## src/port_class_hash_table_defines.svh

```systemverilog
// Assertion macros for the port class hash table
`ifndef PORT_CLASS_HASH_TABLE_DEFINES_SVH
`define PORT_CLASS_HASH_TABLE_DEFINES_SVH

// Check that an antecedent implies a consequent in the same cycle
`define PCHT_ASSERT_IMP(label, ante, cons) \
  label: assert property (@(posedge clk) disable iff (rst) (ante) |-> (cons)) \
    else $error("assertion failed");

// Check that an antecedent implies a consequent in the next cycle
`define PCHT_ASSERT_NEXT(label, ante, cons) \
  label: assert property (@(posedge clk) disable iff (rst) (ante) |=> (cons)) \
    else $error("assertion failed");

`endif

```

## src/pcht_pkg.sv

```systemverilog
`default_nettype none
package pcht_pkg;
  localparam int NumBucketsDefault = 256;
  localparam int WaysDefault = 4;
  localparam logic [7:0] MissClass = 8'd255;
  localparam int HashShift = 5;
  localparam logic [8:0] ModulusReset = 9'd251;

  typedef enum logic {
    OP_LOOKUP = 1'b0,
    OP_INSERT = 1'b1
  } op_t;

  typedef enum logic [0:0] {
    REG_MODULUS = 1'b0,
    REG_DISABLE = 1'b1
  } reg_idx_t;

  // Classified beat handed from front to back
  typedef struct packed {
    logic       operation;
    logic [7:0] proto;
    logic [15:0] port_number;
    logic [7:0] class_value;
    logic [15:0] bucket;
  } work_t;
endpackage
`default_nettype wire

```

## src/pcht_if.sv

```systemverilog
`default_nettype none
interface pcht_in_if;
  logic        valid;
  logic        ready;
  logic        operation;
  logic [7:0]  proto;
  logic [15:0] port_number;
  logic [7:0]  class_value;
  modport source (output valid, operation, proto, port_number, class_value, input ready);
  modport sink (input valid, operation, proto, port_number, class_value, output ready);
endinterface

`default_nettype wire

```

## src/pcht_front.sv

```systemverilog
`default_nettype none
module pcht_front #(
  parameter int NUM_BUCKETS = 256
) (
  input  wire logic          clk,
  input  wire logic          rst,
  input  wire logic [8:0]    modulus,
  pcht_in_if.sink            in_ch,
  output pcht_pkg::work_t    wk,
  output logic               wk_valid,
  input  wire logic          wk_ready
);
  import pcht_pkg::*;

  localparam int KW = 17;

  typedef enum logic [2:0] {
    S_IDLE = 3'b001,
    S_DIV  = 3'b010,
    S_DONE = 3'b100
  } st_t;

  st_t         state;
  logic [KW-1:0] rem;
  logic [KW-1:0] key;
  logic [8:0]  m_eff;
  logic [4:0]  cnt;
  logic [KW:0] trial;
  logic [KW-1:0] rem_next;
  logic        op_q;
  logic [7:0]  proto_q;
  logic [15:0] port_q;
  logic [7:0]  cls_q;

  always_comb begin
    m_eff = modulus;
    if (modulus == 9'd0) m_eff = 9'd1;
    if (32'(modulus) > NUM_BUCKETS) m_eff = 9'(NUM_BUCKETS > 256 ? 256 : NUM_BUCKETS);
    trial = {rem, key[KW-1]};
    rem_next = (trial >= (KW+1)'(m_eff)) ? KW'(trial - (KW+1)'(m_eff)) : KW'(trial);
  end

  assign in_ch.ready = (state == S_IDLE);
  assign wk_valid = (state == S_DONE);
  assign wk = '{operation: op_q, proto: proto_q, port_number: port_q,
                class_value: cls_q, bucket: 16'(rem)};

  always_ff @(posedge clk) begin
    if (rst) begin
      state <= S_IDLE;
      cnt <= '0;
    end else begin
      case (state)
        S_IDLE: if (in_ch.valid) begin
          state <= S_DIV;
          cnt <= 5'(KW);
        end
        S_DIV: begin
          cnt <= cnt - 5'd1;
          if (cnt == 5'd1) state <= S_DONE;
        end
        S_DONE: if (wk_ready) state <= S_IDLE;
        default: state <= S_IDLE;
      endcase
    end
  end

  always_ff @(posedge clk) begin
    if (state == S_IDLE && in_ch.valid) begin
      op_q <= in_ch.operation;
      proto_q <= in_ch.proto;
      port_q <= in_ch.port_number;
      cls_q <= in_ch.class_value;
      key <= KW'({9'd0, in_ch.proto} + ({9'd0, in_ch.proto} << HashShift)
                 + {1'b0, in_ch.port_number});
      rem <= '0;
    end else if (state == S_DIV) begin
      rem <= rem_next;
      key <= {key[KW-2:0], 1'b0};
    end
  end
endmodule
`default_nettype wire

```

## src/flat_wrapper.sv

```systemverilog
// flat-port wrapper written by rule: the top's interface ports become plain ports
module pcht_front_flat import pcht_pkg::*;
#(
  parameter int NUM_BUCKETS = 256
)
  (clk, rst, modulus, wk, wk_valid, wk_ready, in_ch_valid, in_ch_operation, in_ch_proto, in_ch_port_number, in_ch_class_value, in_ch_ready);
  pcht_in_if in_ch_i ();
  input  wire logic clk;
  input  wire logic rst;
  input  wire logic [8:0] modulus;
  output pcht_pkg::work_t wk;
  output logic wk_valid;
  input  wire logic wk_ready;
  input wire logic [$bits(in_ch_i.valid)-1:0] in_ch_valid;
  input wire logic [$bits(in_ch_i.operation)-1:0] in_ch_operation;
  input wire logic [$bits(in_ch_i.proto)-1:0] in_ch_proto;
  input wire logic [$bits(in_ch_i.port_number)-1:0] in_ch_port_number;
  input wire logic [$bits(in_ch_i.class_value)-1:0] in_ch_class_value;
  output wire logic [$bits(in_ch_i.ready)-1:0] in_ch_ready;
  assign in_ch_i.valid = in_ch_valid;
  assign in_ch_i.operation = in_ch_operation;
  assign in_ch_i.proto = in_ch_proto;
  assign in_ch_i.port_number = in_ch_port_number;
  assign in_ch_i.class_value = in_ch_class_value;
  assign in_ch_ready = in_ch_i.ready;
  pcht_front #(.NUM_BUCKETS(NUM_BUCKETS)) u_core (.clk(clk), .rst(rst), .modulus(modulus), .in_ch(in_ch_i), .wk(wk), .wk_valid(wk_valid), .wk_ready(wk_ready));
endmodule
```

## config.mk

```make
export PLATFORM = sky130hd
export DESIGN_NAME = pcht_front_flat
export DESIGN_NICKNAME = d
export VERILOG_FILES = /design/src/port_class_hash_table_defines.svh /design/src/pcht_pkg.sv /design/src/pcht_if.sv /design/src/pcht_front.sv /design/src/flat_wrapper.sv
export SDC_FILE = /design/constraint.sdc
export NUM_CORES = 1
export LEC_CHECK = 0
export BUFFER_PORTS_ARGS = -buffer_cell sky130_fd_sc_hd__buf_2
export CAP_MARGIN = 15
export CORE_UTILIZATION = 30
export CTS_BUF_LIST = sky130_fd_sc_hd__clkbuf_4 sky130_fd_sc_hd__clkbuf_8 sky130_fd_sc_hd__clkbuf_16
export DETAILED_ROUTE_END_ITERATION = 7
export MAX_ROUTING_LAYER = met4
export PLACE_DENSITY = 0.6
export SYNTH_ARGS = -nofsm -noshare
export SYNTH_HDL_FRONTEND = slang
export SYNTH_SLANG_ARGS = --single-unit
```

## constraint.sdc

```tcl
create_clock -name clk -period 10 [get_ports clk]
set_input_delay 3 -clock clk [delete_from_list [all_inputs] [get_ports clk]]
set_output_delay 3 -clock clk [all_outputs]
set_load 0.01 [all_outputs]
```

Yosys cells after proc, flatten, opt, wreduce, memory -nomap -nowiden
Cells that the tools add are included.
- flip-flop bits (word level): 75
- $add $sub $neg: 4
- $lt $le $gt $ge: 2
- eq/ne operators: 7
- mux-type cells: 11
- reduce and logical (&&, ||, !) cells: 6
- operators with widths (operator ; number):
    two-way mux 17 bit ; 3
    >= comparator 18 x 9 -> 1 bit ; 1
    two-way mux 9 bit ; 2
    adder 17 x 16 -> 17 bit ; 1
    subtractor 17 x 9 -> 17 bit ; 1
    adder 8 x 13 -> 14 bit ; 1
    case mux 5 bit (2 select lines) ; 1
    greater-than comparator 9 bit (second input constant) ; 1
    zero test 9 bit ; 1
    two-way mux 3 bit ; 3
    case mux 3 bit (3 select lines) ; 1
    == test 5 x 1 -> 1 bit (second input constant) ; 1
    two-way mux 5 bit ; 1
    subtractor 5 x 1 -> 5 bit (second input constant) ; 1
    inequality test 2 x 1 -> 1 bit (second input constant) ; 2
    nonzero test 2 bit ; 2
    == test 3 x 1 -> 1 bit (second input constant) ; 1
    == test 3 x 2 -> 1 bit (second input constant) ; 1
    == test 3 bit (second input constant) ; 1
    AND reduction 3 bit ; 1
    inequality test 2 bit (second input constant) ; 1
    AND reduction 2 bit ; 1
    logical AND 1 bit ; 1

Logic depth before layout (Yosys ltp)
- depth in word-level cells: 5
- mapped depth: 13
- gate-level depth less buffers: 13

Worst setup path before layout
No wires, ideal clock.
- kind: input -> register
- start point: in modulus[5]
- end point: reg u_core.rem[0]
- setup time: 74 ps
- arrival: 5450 ps
- required time: 9926 ps
- setup slack: 4476 ps
- stages on the path: 13
- path buffers: 1
- cells stage by stage: nor4_1 -> a21oi_1 -> nor2_1 -> ha_1 -> inv_1 -> fa_1 -> a211oi_1 -> nor2_1 -> a21oi_1 -> and3_1 -> buf_6 -> mux2_2 -> o21ai_0
- word-level cells in the longest chain between the ends: 5
- elaborated cells between the ends (all ways): 7
- RTL lines (element ; line ; RTL):
    start: declaration ; flat_wrapper.sv:10 ; input wire logic [8:0] modulus;
    parallel branches: the longest is 2 deep, another holds greater-than comparator 9 bit ; - ;
    two-way mux 9 bit * ; pcht_front.sv:38 ; if (32'(modulus) > NUM_BUCKETS) m_eff = 9'(NUM_BUCKETS > 256 ? 256 : NUM_BUCKETS);
    subtractor 17 x 9 -> 17 bit / >= comparator 18 x 9 -> 1 bit (equally long branches) ; pcht_front.sv:40 ; rem_next = (trial >= (KW+1)'(m_eff)) ? KW'(trial - (KW+1)'(m_eff)) : KW'(trial);
    two-way mux 17 bit * ; pcht_front.sv:40 ;
    end signal: assignment ; pcht_front.sv:78 ; rem <= rem_next;
    end: declaration ; pcht_front.sv:24 ; logic [KW-1:0] rem;
Every way passes the cells marked *.
A chain may end at the register's enable or synchronous reset.

Worst setup path in the final report
Same ends and word-level chain as after synthesis.

==> run metrics <==
status=finished clean; placed insts=698; Final Critical Period=5.73 ns; layout cells sized above 1=between 20% and 30%; FF/Latch Area=~2000 um^2; overall routing resource usage=14.7%; Detailed Routing Iterations Pass 1=4; CTS tree=yes; Setup WS pre-CTS=3.95 ns; commonest non-fill, non-tap cell in the layout=buf_2; worst clock skew=0.00581 ns; Worst-Margin Slew=a little under 1 ns; register area share after synthesis=45.6%; Clk pin slew, worst setup/hold paths=0.06 ns; H-tree levels=3; Setup Buffers After CTS=0; Iter 0 DRT Violations=249; final setup fails=0; Total Wirelength=10500 um; P&R area growth vs syn=19.4%; Worst Path Required=10.24 ns; IO buf count=96; Post-Synthesis Cells=between 400 and 500; antenna violations before repair=0; final number of hold-violating endpoints=0; max cap viols=0; vias per inst=5.00; worst vdd ir=0.0899 mV; post-CTS sizing=0; worst-path fanout max=8; Critical Path Sink Type=flop; reg2reg path depth=10; Top delay family on crit path=simple AND/OR/NAND/NOR gates; Multi-input gate area=2140 um^2; synthesized area=approximately 4400 um^2; number of global-route vias before repair=3405; hold_buf cts=0; clock tree root buffer cell=clkbuf_16; # DRC=0; Setup CP Type=in -> reg; Ant. Diodes=0; Worst Path Buf+Inv=2; die width=between 100 and 150 um; global-route wire length before repair=16700 um; CTS sink cnt=75; P_leak=between 2 and 2.5 nW; top_reg_cell synth=edfxtp_1; Die Area=15100 um^2; largest net degree at the start of global routing=47; core area=around 14000 um^2; CP cell instances=buf_2 > nor4_1 > a21oi_1 > nor2_1 > ha_1 > inv_1 > fa_1 > a211oi_1 > nor2_1 > a21oi_1 > and3_1 > mux2_2 > o21ai_0; CTS buffer count=9; RSZ-0062 raised after global routing=false; Final ANT Viol Nets=0; Worst EP arrival=5.97 ns; fin nets=606; Area contributors post-synth=edfxtp_1, dfxtp_1, ha_1; row cnt=43; most frequent cells in the layout=buf_2, nand2_1, edfxtp_1, o21ai_0, nor2_1; Seq cells post-synth=75; IO Pins=97; non-filler cells, final=714; power per cell area=182 nW/um^2; startpoint types=input pin; Die H=123 um; Final HPWL DP=just under 8000 um; syn_nets=525; Clk Latency, worst-skew pair=0.33 ns; final setup TNS=0 ns; Mean Syn Cell Area=9.80 um^2; dominant cell type by area after synthesis=edfxtp_1; synth unique cells=55; GP Congestion=0.864; Vias=3567; Initial Utilization=a little under a third; upper clock frequency limit=175 MHz; Max transition margin=about 34%; Max stage delay on crit path=approximately 0.44 ns; synth warn=0; post-synth top area share=34.2%; clock buffer depth=2; fillcell total=1429; WL/cell=14.6 um; Slew Limit Fails=0; gr ovfl total=0; final worst path period share=57.3%; slowest cell on the critical path=a21oi_1; Levels on crit path=13; Hold Path Class=reg -> reg; Hold Path Depth=2; final setup margin=4.27 ns; Post-synth EDFFs=50; Post-synth ARST share=0%
kinds of logic (layout without fill, tap and decap cells):
group	after synthesis	in the layout	share of synthesized area (%)
multiplexers	8	8	1.85
adder cells (fa/ha/maj)	31	31	9.35
buffers and inverters	45	131	5.56
AND/OR/NAND/NOR	148	148	15.9
AO/OA/AOI/OAI	115	115	16.5
flip-flops	75	75	45.6
XOR/XNOR	26	26	5.19
registers in the layout (all words and copies together) (netlist names):
signal / cells
u_core.cls_q: 8
u_core.cnt: 5
u_core.key: 17
u_core.op_q: 1
u_core.port_q: 16
u_core.proto_q: 8
u_core.rem: 17
u_core.state: 3
cell usage after synthesis, drive strengths merged, types with 12 or more instances:
cell	instances
o21ai	39
nand3	16
edfxtp	50
dfxtp	25
nor2	30
ha	28
xor2	12
xnor2	14
buf	20
a21oi	24
nand2	54
inv	16
metrics by stage:
step	cell area (um^2)	total power, mW	utilization [%]	hold WS, ns
3_5_place_dp	4930	0.621	35.0	0.442
2_1_floorplan	4390	0.564	-	0.425
3_3_place_gp	4930	0.615	35.0	0.442
6_report	5240	0.952	37.2	0.458
4_1_cts	5240	0.962	37.2	0.455
5_1_grt	5240	1.01	37.2	0.516
report_power, final:
group	leakage (nW)	total, mW	internal, mW	switching [mW]
clock	0.157	0.337	0.215	0.122
combinational	1.42	0.238	0.0988	0.139
sequential	0.682	0.377	0.363	0.0138
final timing paths:
kind / end / slack (ns) / start
setup reg to reg: u_core.rem[0] / 7.07 / u_core.key[16]
hold / removal: u_core.rem[16] / 0.46 / u_core.rem[16]
setup / recovery: u_core.rem[0] / 4.27 / modulus[5]
hold reg to reg: u_core.rem[16] / 0.46 / u_core.rem[16]
metal layers:
metal | vias to the layer above | part of all wire [%] | wire length, um | GRT usage (%)
met5 | - | 0 | 0 | -
met4 | 0 | 2.3 | 240 | 6.70
met3 | 17 | 4.2 | 440 | 1.71
met2 | 89 | 45 | 4750 | 22.1
met1 | 1679 | 48 | 5030 | 19.7
li1 | 1782 | - | - | -
cell type report:
cell class,instances,area share (%)
timing repair buffer,98,9.45
inverter,17,1.22
clock buffer,14,5.25
sequential,75,38.2
multi-input combinational,328,40.9
clock inverter,2,0.668
tap,180,4.30
tightest hold or removal path, cell delays in order (launching register included):
cell and delay, ns:
dfxtp_1 0.32, nand2_1 0.05, o21ai_0 0.06
Note: power is estimated with default switching activity, not from simulation.
