## src/port_class_hash_table_defines.svh

```systemverilog
// Assertion macros for the port class hash table
`ifndef PORT_CLASS_HASH_TABLE_DEFINES_SVH
`define PORT_CLASS_HASH_TABLE_DEFINES_SVH

// Check that an antecedent implies a consequent in the same cycle
`define PCHT_ASSERT_IMP(label, ante, cons) \
  label: assert property (@(posedge clk) disable iff (rst) (ante) |-> (cons)) \
    else $error("assertion failed");

// Check that an antecedent implies a consequent in the next cycle
`define PCHT_ASSERT_NEXT(label, ante, cons) \
  label: assert property (@(posedge clk) disable iff (rst) (ante) |=> (cons)) \
    else $error("assertion failed");

`endif

```

## src/pcht_pkg.sv

```systemverilog
`default_nettype none
package pcht_pkg;
  localparam int NumBucketsDefault = 256;
  localparam int WaysDefault = 4;
  localparam logic [7:0] MissClass = 8'd255;
  localparam int HashShift = 5;
  localparam logic [8:0] ModulusReset = 9'd251;

  typedef enum logic {
    OP_LOOKUP = 1'b0,
    OP_INSERT = 1'b1
  } op_t;

  typedef enum logic [0:0] {
    REG_MODULUS = 1'b0,
    REG_DISABLE = 1'b1
  } reg_idx_t;

  // Classified beat handed from front to back
  typedef struct packed {
    logic       operation;
    logic [7:0] proto;
    logic [15:0] port_number;
    logic [7:0] class_value;
    logic [15:0] bucket;
  } work_t;
endpackage
`default_nettype wire

```

## src/pcht_fifo.sv

```systemverilog
`default_nettype none
module pcht_fifo (
  input  wire logic       clk,
  input  wire logic       rst,
  input  pcht_pkg::work_t wdata,
  input  wire logic       wvalid,
  output logic            wready,
  output pcht_pkg::work_t rdata,
  output logic            rvalid,
  input  wire logic       rready
);
  import pcht_pkg::*;

  work_t mem [2];
  logic  wp, rp;
  logic [1:0] count;

  assign wready = (count != 2'd2);
  assign rvalid = (count != 2'd0);
  assign rdata = mem[rp];

  always_ff @(posedge clk) begin
    if (rst) begin
      wp <= 1'b0;
      rp <= 1'b0;
      count <= '0;
    end else begin
      if (wvalid && wready) wp <= ~wp;
      if (rvalid && rready) rp <= ~rp;
      count <= count + 2'(wvalid && wready) - 2'(rvalid && rready);
    end
  end

  always_ff @(posedge clk) begin
    if (wvalid && wready) mem[wp] <= wdata;
  end
endmodule
`default_nettype wire

```

## config.mk

```make
export PLATFORM = sky130hd
export DESIGN_NAME = pcht_fifo
export DESIGN_NICKNAME = d
export VERILOG_FILES = /design/src/port_class_hash_table_defines.svh /design/src/pcht_pkg.sv /design/src/pcht_fifo.sv
export SDC_FILE = /design/constraint.sdc
export NUM_CORES = 1
export LEC_CHECK = 0
export BUFFER_PORTS_ARGS = -buffer_cell sky130_fd_sc_hd__buf_2
export CORE_MARGIN = 5
export CORE_UTILIZATION = 50
export DETAILED_ROUTE_END_ITERATION = 8
export PLACE_DENSITY_LB_ADDON = 0.15
export SLEW_MARGIN = 15
export SYNTH_ARGS = -nofsm -noshare
export SYNTH_HDL_FRONTEND = slang
export SYNTH_SLANG_ARGS = --single-unit
```

## constraint.sdc

```tcl
create_clock -name clk -period 9 [get_ports clk]
set_clock_uncertainty 0.05 [all_clocks]
set_input_delay 0.45 -clock clk [delete_from_list [all_inputs] [get_ports clk]]
set_output_delay 0.45 -clock clk [all_outputs]
set_load 0.01 [all_outputs]
```

Word-level counts from Yosys, hierarchy flattened. Memory sizes are Yosys's and may differ from the RTL's. A register that Yosys moved wholly into a read port is not among the register bits. Index checks and enable logic that the tools add are counted.

Output and inout port bits: 51. Bits in writable memories: 98. Bits in registers: 4. Bits of input ports: 53. Memories kept: 1. Logic and storage cells: 16.

Multiplexer cells: 4. Reduce and logical (&&, ||, !) cells: 3. $add $sub $neg: 2. Equality and inequality tests: 1. Bitwise logic cells: 2.

Memory list: mem (words 2, width 49, read ports 1, clocked after Yosys merged registers in 1, wr ports 1, RTL line pcht_fifo.sv:14) `work_t mem [2];`.

Operator list (count): 1-bit two-way mux (4); 2-bit by 1-bit adder with 2-bit output (1); 1-bit logical AND (2); 2-bit != test, second input constant (1); 1-bit inverter (2); 2-bit nonzero test (1); 2-bit by 1-bit subtractor with 2-bit output (1).

Logic depth before layout (Yosys ltp). Gate-level depths: netlist of the first run.

Word-level depth: 4. Depth in mapped cells: 8. Mapped depth without buffers: 8.

Least setup slack after synthesis of the first run. Ideal clock, no wire load.

Path type: register to register. From: reg count[0]. To: mem mem[0][0] in the netlist's numbering, enable pin. Setup time: 0.456 ns. Arrival: 2.658 ns. Data required time: 8.494 ns. Path buffers: 0. Clock period less this slack: 3.164 ns. Cell stages (with the launch flop): 4. Setup slack: 5.836 ns. Path through: dfxtp_1 -> nand2b_2 -> nand2_1 -> nor2_1.

Word-level cells in the longest chain between the ends: 4.

Ends and longest elaborated chain: start, declared (RTL line pcht_fifo.sv:16) `logic [1:0] count;`; start signal, assigned (RTL line pcht_fifo.sv:30) `count <= count + 2'(wvalid && wready) - 2'(rvalid && rready);`; 2-bit != test (RTL line pcht_fifo.sv:18) `assign wready = (count != 2'd2);`; via wready (RTL line pcht_fifo.sv:7) `output logic wready,`; 1-bit logical AND (RTL line pcht_fifo.sv:35) `if (wvalid && wready) mem[wp] <= wdata;`; 1-bit two-way mux (RTL line pcht_fifo.sv:35); 1-bit two-way mux (implied by the code) (RTL line pcht_fifo.sv:35); end, declared (RTL line pcht_fifo.sv:14).

The timed path passes the listed nets, and every way through them passes these cells.

==> results.cfg, run 1 <==
[timing]
max-slew-margin-rel = 0.557
hold_violations = 0
period_share = 0.288
hold-worst-slack_ns = 0.222
min_period_ns = 2.59
finalSetupViolations = 0
slew_viol_final = 0
max_freq_ghz = 0.386
fin_tns_setup_ns = 0
worst_slew_pin_slew_ns = 0.665
rsz0062_at_grt = false

[run]
cap_violations = 0

[power_and_ir_drop]
power.density_mw_per_mm2 = 263
vdd_ir_drop_max_v = 0.000235
leakage_nw = 1.76

[yosys]
async_flop_share = 0
synthMostInstantiatedCell = edfxtp_1
synth_top_area_share = 0.772
muxShareOfSynthArea = 0.158
syn_area_sq_mm = 0.00381
synthFlopType = edfxtp_1
synthDistinctLibCells = 18
yosysTopAreaCell = edfxtp_1
ys_ff_latch = 103
seq_area_frac_synth = 0.798
netlist_instances = 176
synth_common_cells = edfxtp_1 (98), mux2_2 (40), mux2_4 (10)
synth_compound_area_frac = 0.00197
yosys_warnings = 0
synth-xor-area-share = 0.00689
synth_edf_count = 98
synth_top_family_by_area = multiplexers
synthesis.nets = 231
synth-simple-area-share = 0.0148
avgSynthCellArea_sq_um = 21.7
netlist_top_cells_area = edfxtp_1 (77%), mux2_2 (12%), mux2_4 (3.9%), dfxtp_1 (2.6%), ha_1 (0.66%)
synth_fa_ha_area_frac = 0.00657

[global_routing]
grt.total_usage = 0.137
grt_pass1_wl_um = 9960
antenna_found_initial = 1
grt_overflow = 0
grt_pass1_vias = 2051
grt_max_degree = 50

[setup_path]
startpoint_type = flop
crit_slowest_cell = dfxtp_2
path_class = flop to primary output
cp_slowest_stage_delay_ns = 0.71
required_ns = 8.50
r2r_slack_ns = 7.23
worstPathArrival_ns = 2.09
path_cells = buf_4 > mux2_2 > buf_2
cp_max_fo = 26
end_kind = primary output

[drt]
ant_nets = 0
routed_wirelength_um = 6450
drt_iter0_markers = 56
dr.pass1.iters = 4
vias = 1916
via_per_inst = 4.89
wire_per_inst_um = 16.4
drc = 0

[worst_hold_path]
hold_path.class = primary input to flop

[clock_tree]
cts_buffer_depth = 2
ctsHoldBuffers = 0
h-tree-depth = 3
cts_buffers = 9
cts_tree = done
numClockSinks = 103
cts_setup_buffers = 0
clockRootBuffer = clkbuf_8
postCtsResizedCells = 0
clock_latency_ns = 0.35
clkTransAtPathRegs_ns = 0.10

[floorplanning]
die-area_sq_mm = 0.00947
die_w_um = 97.3
rows = 31
io_pins = 104
fp.dieH_um = 97.3
initial_utilization = 0.520
core_area_sq_mm = 0.00733

[place]
gp_congestion = 0.698
io_buffers = 103
dpl_cell_area_sq_mm = 0.00443
dp_hpwl_um = 4230
dp.cells = 376

[finish]
diodes = 0
final_area_sq_mm = 0.00463
fin_cells = 392
nets = 343
syn_to_final_growth_pct = 21.5
final_layout_size_suffix_gt1_frac = 0.601

[status]
status = complete, no violations
report_power, final:
| group | total, mW | switching (mW) | internal (mW) |
|---|---|---|---|
| registers | 0.634 | 0.0313 | 0.602 |
| logic | 0.301 | 0.150 | 0.151 |
| clock network | 0.283 | 0.153 | 0.131 |
placed cells by master, fill, tap and decap left out, types with 2 or more instances in the layout:
cell	count
mux2_2	40
clkbuf_8	9
inv_6	2
nor2b_1	2
edfxtp_1	98
buf_2	103
xnor2_1	2
mux2_4	10
ha_1	2
nor2_1	4
buf_4	3
dfxtp_1	4
critical path: cells and delay by family (launching register included):
| family | cells | cell delay [ns] |
|---|---|---|
| multiplexers | 1 | 0.40 |
| buffers and inverters | 2 | 0.61 |
| flip-flops | 1 | 0.71 |
routing by layer:
layer | vias to the layer above | wire, um | global-route usage
met5 | - | 9 | 0
met3 | 8 | 530 | 0.0639
li1 | 910 | - | -
met1 | 940 | 2570 | 0.153
met4 | 2 | 93 | 0.0511
met2 | 56 | 3240 | 0.231
state kept, by name, indices dropped and copies added, names as in the netlist, named ones only:
register / cells
mem: 98
count: 2
rp: 1
wp: 1
final cells by class:
class / instances / area (sq um)
multi-input combinational: 67 / 724
fill: 552 / 2700
tap: 99 / 124
clock buffer: 10 / 128
clock inverter: 6 / 68.8
timing repair buffer: 106 / 538
inverter: 1 / 3.75
sequential: 103 / 3040
cells by family after synthesis:
logic type / Yosys count
buffers and inverters: 6
xor gates and xnor gates: 3
adders and majority gates: 2
muxes: 50
AOI/OAI and AO/OA: 1
DFF: 103
and+or+nand+nor: 11
through the flow:
| stage | total power [mW] | worst slack (ns) | util |
|---|---|---|---|
| 6_report | 1.22 | 6.41 | 0.632 |
| 5_1_grt | 1.28 | 6.27 | 0.632 |
| 4_1_cts | 1.23 | 6.36 | 0.632 |
| 3_5_place_dp | 0.953 | 6.75 | 0.605 |
| 3_3_place_gp | 0.949 | 6.75 | 0.605 |
| 2_1_floorplan | 0.845 | 5.84 | - |
path summary, 6_finish.rpt:
| check | start | end | cells past startpoint |
|---|---|---|---|
| worst max-delay path | flop | rdata[6] | 3 |
| worst min-delay path | wdata[36] | mem[0][36] | 1 |
| worst max register to register | count[0] | mem[0][38] | 4 |
| worst min register to register | rp | flop | 2 |
Note: power is estimated with default switching activity, not from simulation.
==> inputs of run 2 (changes only) <==
==> constraint.sdc (replaced) <==
create_clock -name clk -period 2.59 [get_ports clk]
set_clock_uncertainty 0.05 [all_clocks]
set_input_delay 0.1295 -clock clk [delete_from_list [all_inputs] [get_ports clk]]
set_output_delay 0.1295 -clock clk [all_outputs]
set_load 0.01 [all_outputs]
==> results.cfg, run 2 (same netlist as run 1, synthesis figures left out) <==
[status]
status = complete, no violations

[setup_path]
path_class = flop to primary output
cp_slowest_stage_delay_ns = 0.61
worstPathArrival_ns = 1.78
r2r_slack_ns = 0.94
path_cells = buf_12 > mux2_2 > buf_2
required_ns = 2.41
crit_slowest_cell = dfxtp_2
startpoint_type = flop
cp_max_fo = 35
end_kind = primary output

[finish]
largestRegisters = mem x98, count x2
diodes = 0
final_layout_size_suffix_gt1_frac = 0.513
most-common-layout-cells = buf_2 (103), edfxtp_1 (98), dlygate4sd3_1 (50)
largest_register_ffs = 98
final_area_sq_mm = 0.00519
largest_register = mem
layout.cells.most_common = buf_2
fin_cells = 444
n_fill_cell = 469
syn_to_final_growth_pct = 36.1
nets = 395

[power_and_ir_drop]
leakage_nw = 1.99
power.density_mw_per_mm2 = 847
vdd_ir_drop_max_v = 0.000468

[global_routing]
antenna_found_initial = 0
grt_overflow = 0
grt_pass1_vias = 2334
grt.total_usage = 0.156
grt_max_degree = 36
grt_pass1_wl_um = 11600

[drt]
wire_per_inst_um = 16.1
dr.pass1.iters = 4
drt_iter0_markers = 94
drc = 0
via_per_inst = 4.74
vias = 2103
routed_wirelength_um = 7140
ant_nets = 0

[worst_hold_path]
hold_path.class = primary input to flop

[timing]
hold_violations = 0
period_share = 0.755
max_freq_ghz = 0.511
fin_tns_setup_ns = 0
rsz0062_at_grt = false
min_period_ns = 1.96
worst_slew_pin_slew_ns = 0.437
hold-worst-slack_ns = 0.156
setup_ws_ns = 0.634
finalSetupViolations = 0
max-slew-margin-rel = 0.708
slew_viol_final = 0

[place]
gp_congestion = 0.768
dpl_cell_area_sq_mm = 0.00447
dp_hpwl_um = 4660
io_buffers = 103
dp.cells = 378
place_ws_ns = 0.922

[clock_tree]
numClockSinks = 103
clockRootBuffer = clkbuf_8
h-tree-depth = 3
cts_setup_buffers = 0
clkTransAtPathRegs_ns = 0.09
cts_buffer_depth = 2
clock_latency_ns = 0.34
cts_buffers = 9
cts_tree = done

[floorplanning]
io_pins = 104
core_area_sq_mm = 0.00733
initial_utilization = 0.520
rows = 31
die-area_sq_mm = 0.00947
fp.dieH_um = 97.3
die_w_um = 97.3

[run]
cap_violations = 0
-- run 2: changes by cell type in the layout (fill, tap and decap cells not counted), sizes merged --
| cell | change |
|---|---|
| clkinv | +1 |
| clkinvlp | -1 |
| buf | +2 |
| bufinv | +1 |
| clkbuf | +1 |
| dlygate4sd3 | +50 |
| inv | -2 |
-- run 2: final timing paths --
kind / depth (start not counted) / startpoint / endpoint
setup / recovery: 3 / flop / rdata[30]
hold / removal: 4 / rready / flop
setup reg to reg: 8 / count[0] / count[1]
hold reg to reg: 2 / rp / flop
-- run 2: through the flow --
| stage | power (mW) | utilization |
|---|---|---|
| 4_1_cts | 4.46 | 0.708 |
| 6_report | 4.40 | 0.708 |
| 5_1_grt | 4.62 | 0.708 |
| 2_1_floorplan | 2.93 | - |
| 3_3_place_gp | 3.33 | 0.610 |
| 3_5_place_dp | 3.35 | 0.610 |
-- run 2: critical path, delay by kind of cell (launching register included) --
kind | cells | cell delay (ns)
flops | 1 | 0.61
buf+inv | 2 | 0.42
mux | 1 | 0.37
-- run 2: area by class of cell --
cell class	count	area (sq um)	area share
clock inverter	5	82.6	0.0159
tap	99	124	0.0239
clock buffer	11	131	0.0253
inverter	1	3.75	0.000723
sequential	103	3040	0.587
multi-input combinational	67	724	0.140
timing repair buffer	158	1080	0.208
-- run 2: what timing repair did --
action,in CTS,in global routing
hold buffers,50,0
gates resized for setup,0,0
hold endpoints to repair,102,0
endpoints found under the setup margin,0,0
-- run 2: routing by layer --
| layer | track usage | vias to the layer above | part of all wire |
|---|---|---|---|
| li1 | - | 1016 | - |
| met1 | 0.184 | 1015 | 0.41 |
| met2 | 0.278 | 66 | 0.53 |
| met4 | 0.0543 | 0 | 0.0077 |
| met5 | 0 | - | 0 |
| met3 | 0.0395 | 6 | 0.054 |
-- run 2: power breakdown --
part	total [mW]	switching, mW	leakage, nW	internal [mW]
sequential	2.18	0.0948	0.957	2.09
clock	1.06	0.510	0.107	0.548
combinational	1.15	0.550	0.930	0.603
==> inputs of run 3 (changes only) <==
==> constraint.sdc (replaced) <==
create_clock -name clk -period 2.04 [get_ports clk]
set_clock_uncertainty 0.05 [all_clocks]
set_input_delay 0.102 -clock clk [delete_from_list [all_inputs] [get_ports clk]]
set_output_delay 0.102 -clock clk [all_outputs]
set_load 0.01 [all_outputs]
==> results.cfg, run 3 (same netlist as run 1, synthesis figures left out) <==
[setup_path]
end_kind = primary output
cp_max_fo = 25
worstPathArrival_ns = 1.58
required_ns = 1.89
startpoint_type = flop
path_class = flop to primary output

[floorplanning]
io_pins = 104
initial_utilization = 0.520
die-area_sq_mm = 0.00947
fp.dieH_um = 97.3
core_area_sq_mm = 0.00733
rows = 31
die_w_um = 97.3

[finish]
layout.cells.most_common = buf_2
nets = 396
final_layout_size_suffix_gt1_frac = 0.520
n_fill_cell = 486
syn_to_final_growth_pct = 34.8
diodes = 0
largest_register = mem
fin_cells = 445
largest_register_ffs = 98
largestRegisters = mem x98, count x2
most-common-layout-cells = buf_2 (103), edfxtp_1 (98), dlygate4sd3_1 (50)

[global_routing]
grt.total_usage = 0.149
grt_pass1_wl_um = 10900
antenna_found_initial = 0
grt_max_degree = 29
grt_overflow = 0
grt_pass1_vias = 2234

[timing]
hold_violations = 0
worst_slew_pin_slew_ns = 0.395
slew_viol_final = 0
finalSetupViolations = 0
rsz0062_at_grt = false
min_period_ns = 1.74
max_freq_ghz = 0.576
period_share = 0.851
fin_tns_setup_ns = 0
max-slew-margin-rel = 0.736

[drt]
drc = 0
drt_iter0_markers = 55
dr.pass1.iters = 4
ant_nets = 0
vias = 2079
wire_per_inst_um = 15.4
via_per_inst = 4.67
routed_wirelength_um = 6870

[clock_tree]
clkTransAtPathRegs_ns = 0.09
numClockSinks = 103
clock_latency_ns = 0.34
cts_buffer_depth = 2
clockRootBuffer = clkbuf_8
cts_buffers = 9
cts_tree = done
h-tree-depth = 3
cts_setup_buffers = 0

[place]
dp_hpwl_um = 4280
io_buffers = 103
dp.cells = 379
gp_congestion = 0.733

[power_and_ir_drop]
vdd_ir_drop_max_v = 0.000625
leakage_nw = 1.97
power.density_mw_per_mm2 = 1040

[worst_hold_path]
hold_path.class = primary input to flop

[run]
cap_violations = 0

[status]
status = complete, no violations
==> run 3: cell types whose count changed in the layout (fill, tap and decap cells not counted) <==
cell,change
buf_4,+3
clkinvlp_4,+3
buf_12,-2
bufinv_16,-2
clkbuf_1,-2
clkinv_2,-1
clkinv_4,+1
inv_6,+1
==> run 3: path summary, 6_finish.rpt <==
path / endpoint / depth (start not counted) / slack, ns / start
setup / recovery: rdata[35] / 3 / 0.30 / flop
hold / removal: rp / 4 / 0.12 / rready
hold reg to reg: rp / 2 / 0.48 / rp
setup reg to reg: count[1] / 8 / 0.36 / count[0]
==> run 3: timing repair <==
action / 4_1_cts / 5_1_grt
endpoints found under the hold margin: 102 / 0
resized for setup: 0 / 0
hold buffers: 50 / 0
==> run 3: layer usage <==
layer	global-route usage	wire length, um
met2	0.270	3750
met3	0.0431	360
met1	0.166	2710
met4	0.0575	53
met5	0	0
==> run 3: cell type report <==
cell class | count | area (sq um) | area share
Sequential cell | 103 | 3040 | 0.592
Multi-Input combinational cell | 67 | 724 | 0.141
Tap cell | 99 | 124 | 0.0241
Clock buffer | 9 | 124 | 0.0241
Timing Repair Buffer | 159 | 1060 | 0.206
Inverter | 1 | 3.75 | 0.000730
Clock inverter | 7 | 57.6 | 0.0112
==> run 3: through the flow <==
stage	utilization	power (mW)	setup WS, ns	area [sq um]	hold slack, ns
after global routing	0.701	5.63	0.216	5140	0.136
after detailed placement	0.608	4.22	0.366	4460	0.243
after floorplan	-	3.72	0.219	3820	0.124
final	0.701	5.34	0.304	5140	0.121
after global placement	0.608	4.20	0.422	4460	0.240
after CTS	0.701	5.41	0.278	5140	0.109
==> run 3: where the power goes <==
group | leakage [nW] | switching [mW] | internal [mW] | total (mW)
Combinational | 0.929 | 0.743 | 0.749 | 1.49
Clock | 0.0820 | 0.666 | 0.453 | 1.12
Sequential | 0.957 | 0.0737 | 2.65 | 2.73
Total | 1.97 | 1.48 | 3.86 | 5.34
==> run 3: critical path, stage by stage, from the launching register on <==
cell,delay (ns)
dfxtp_2,0.33
buf_4,0.35
mux2_2,0.40
buf_2,0.14
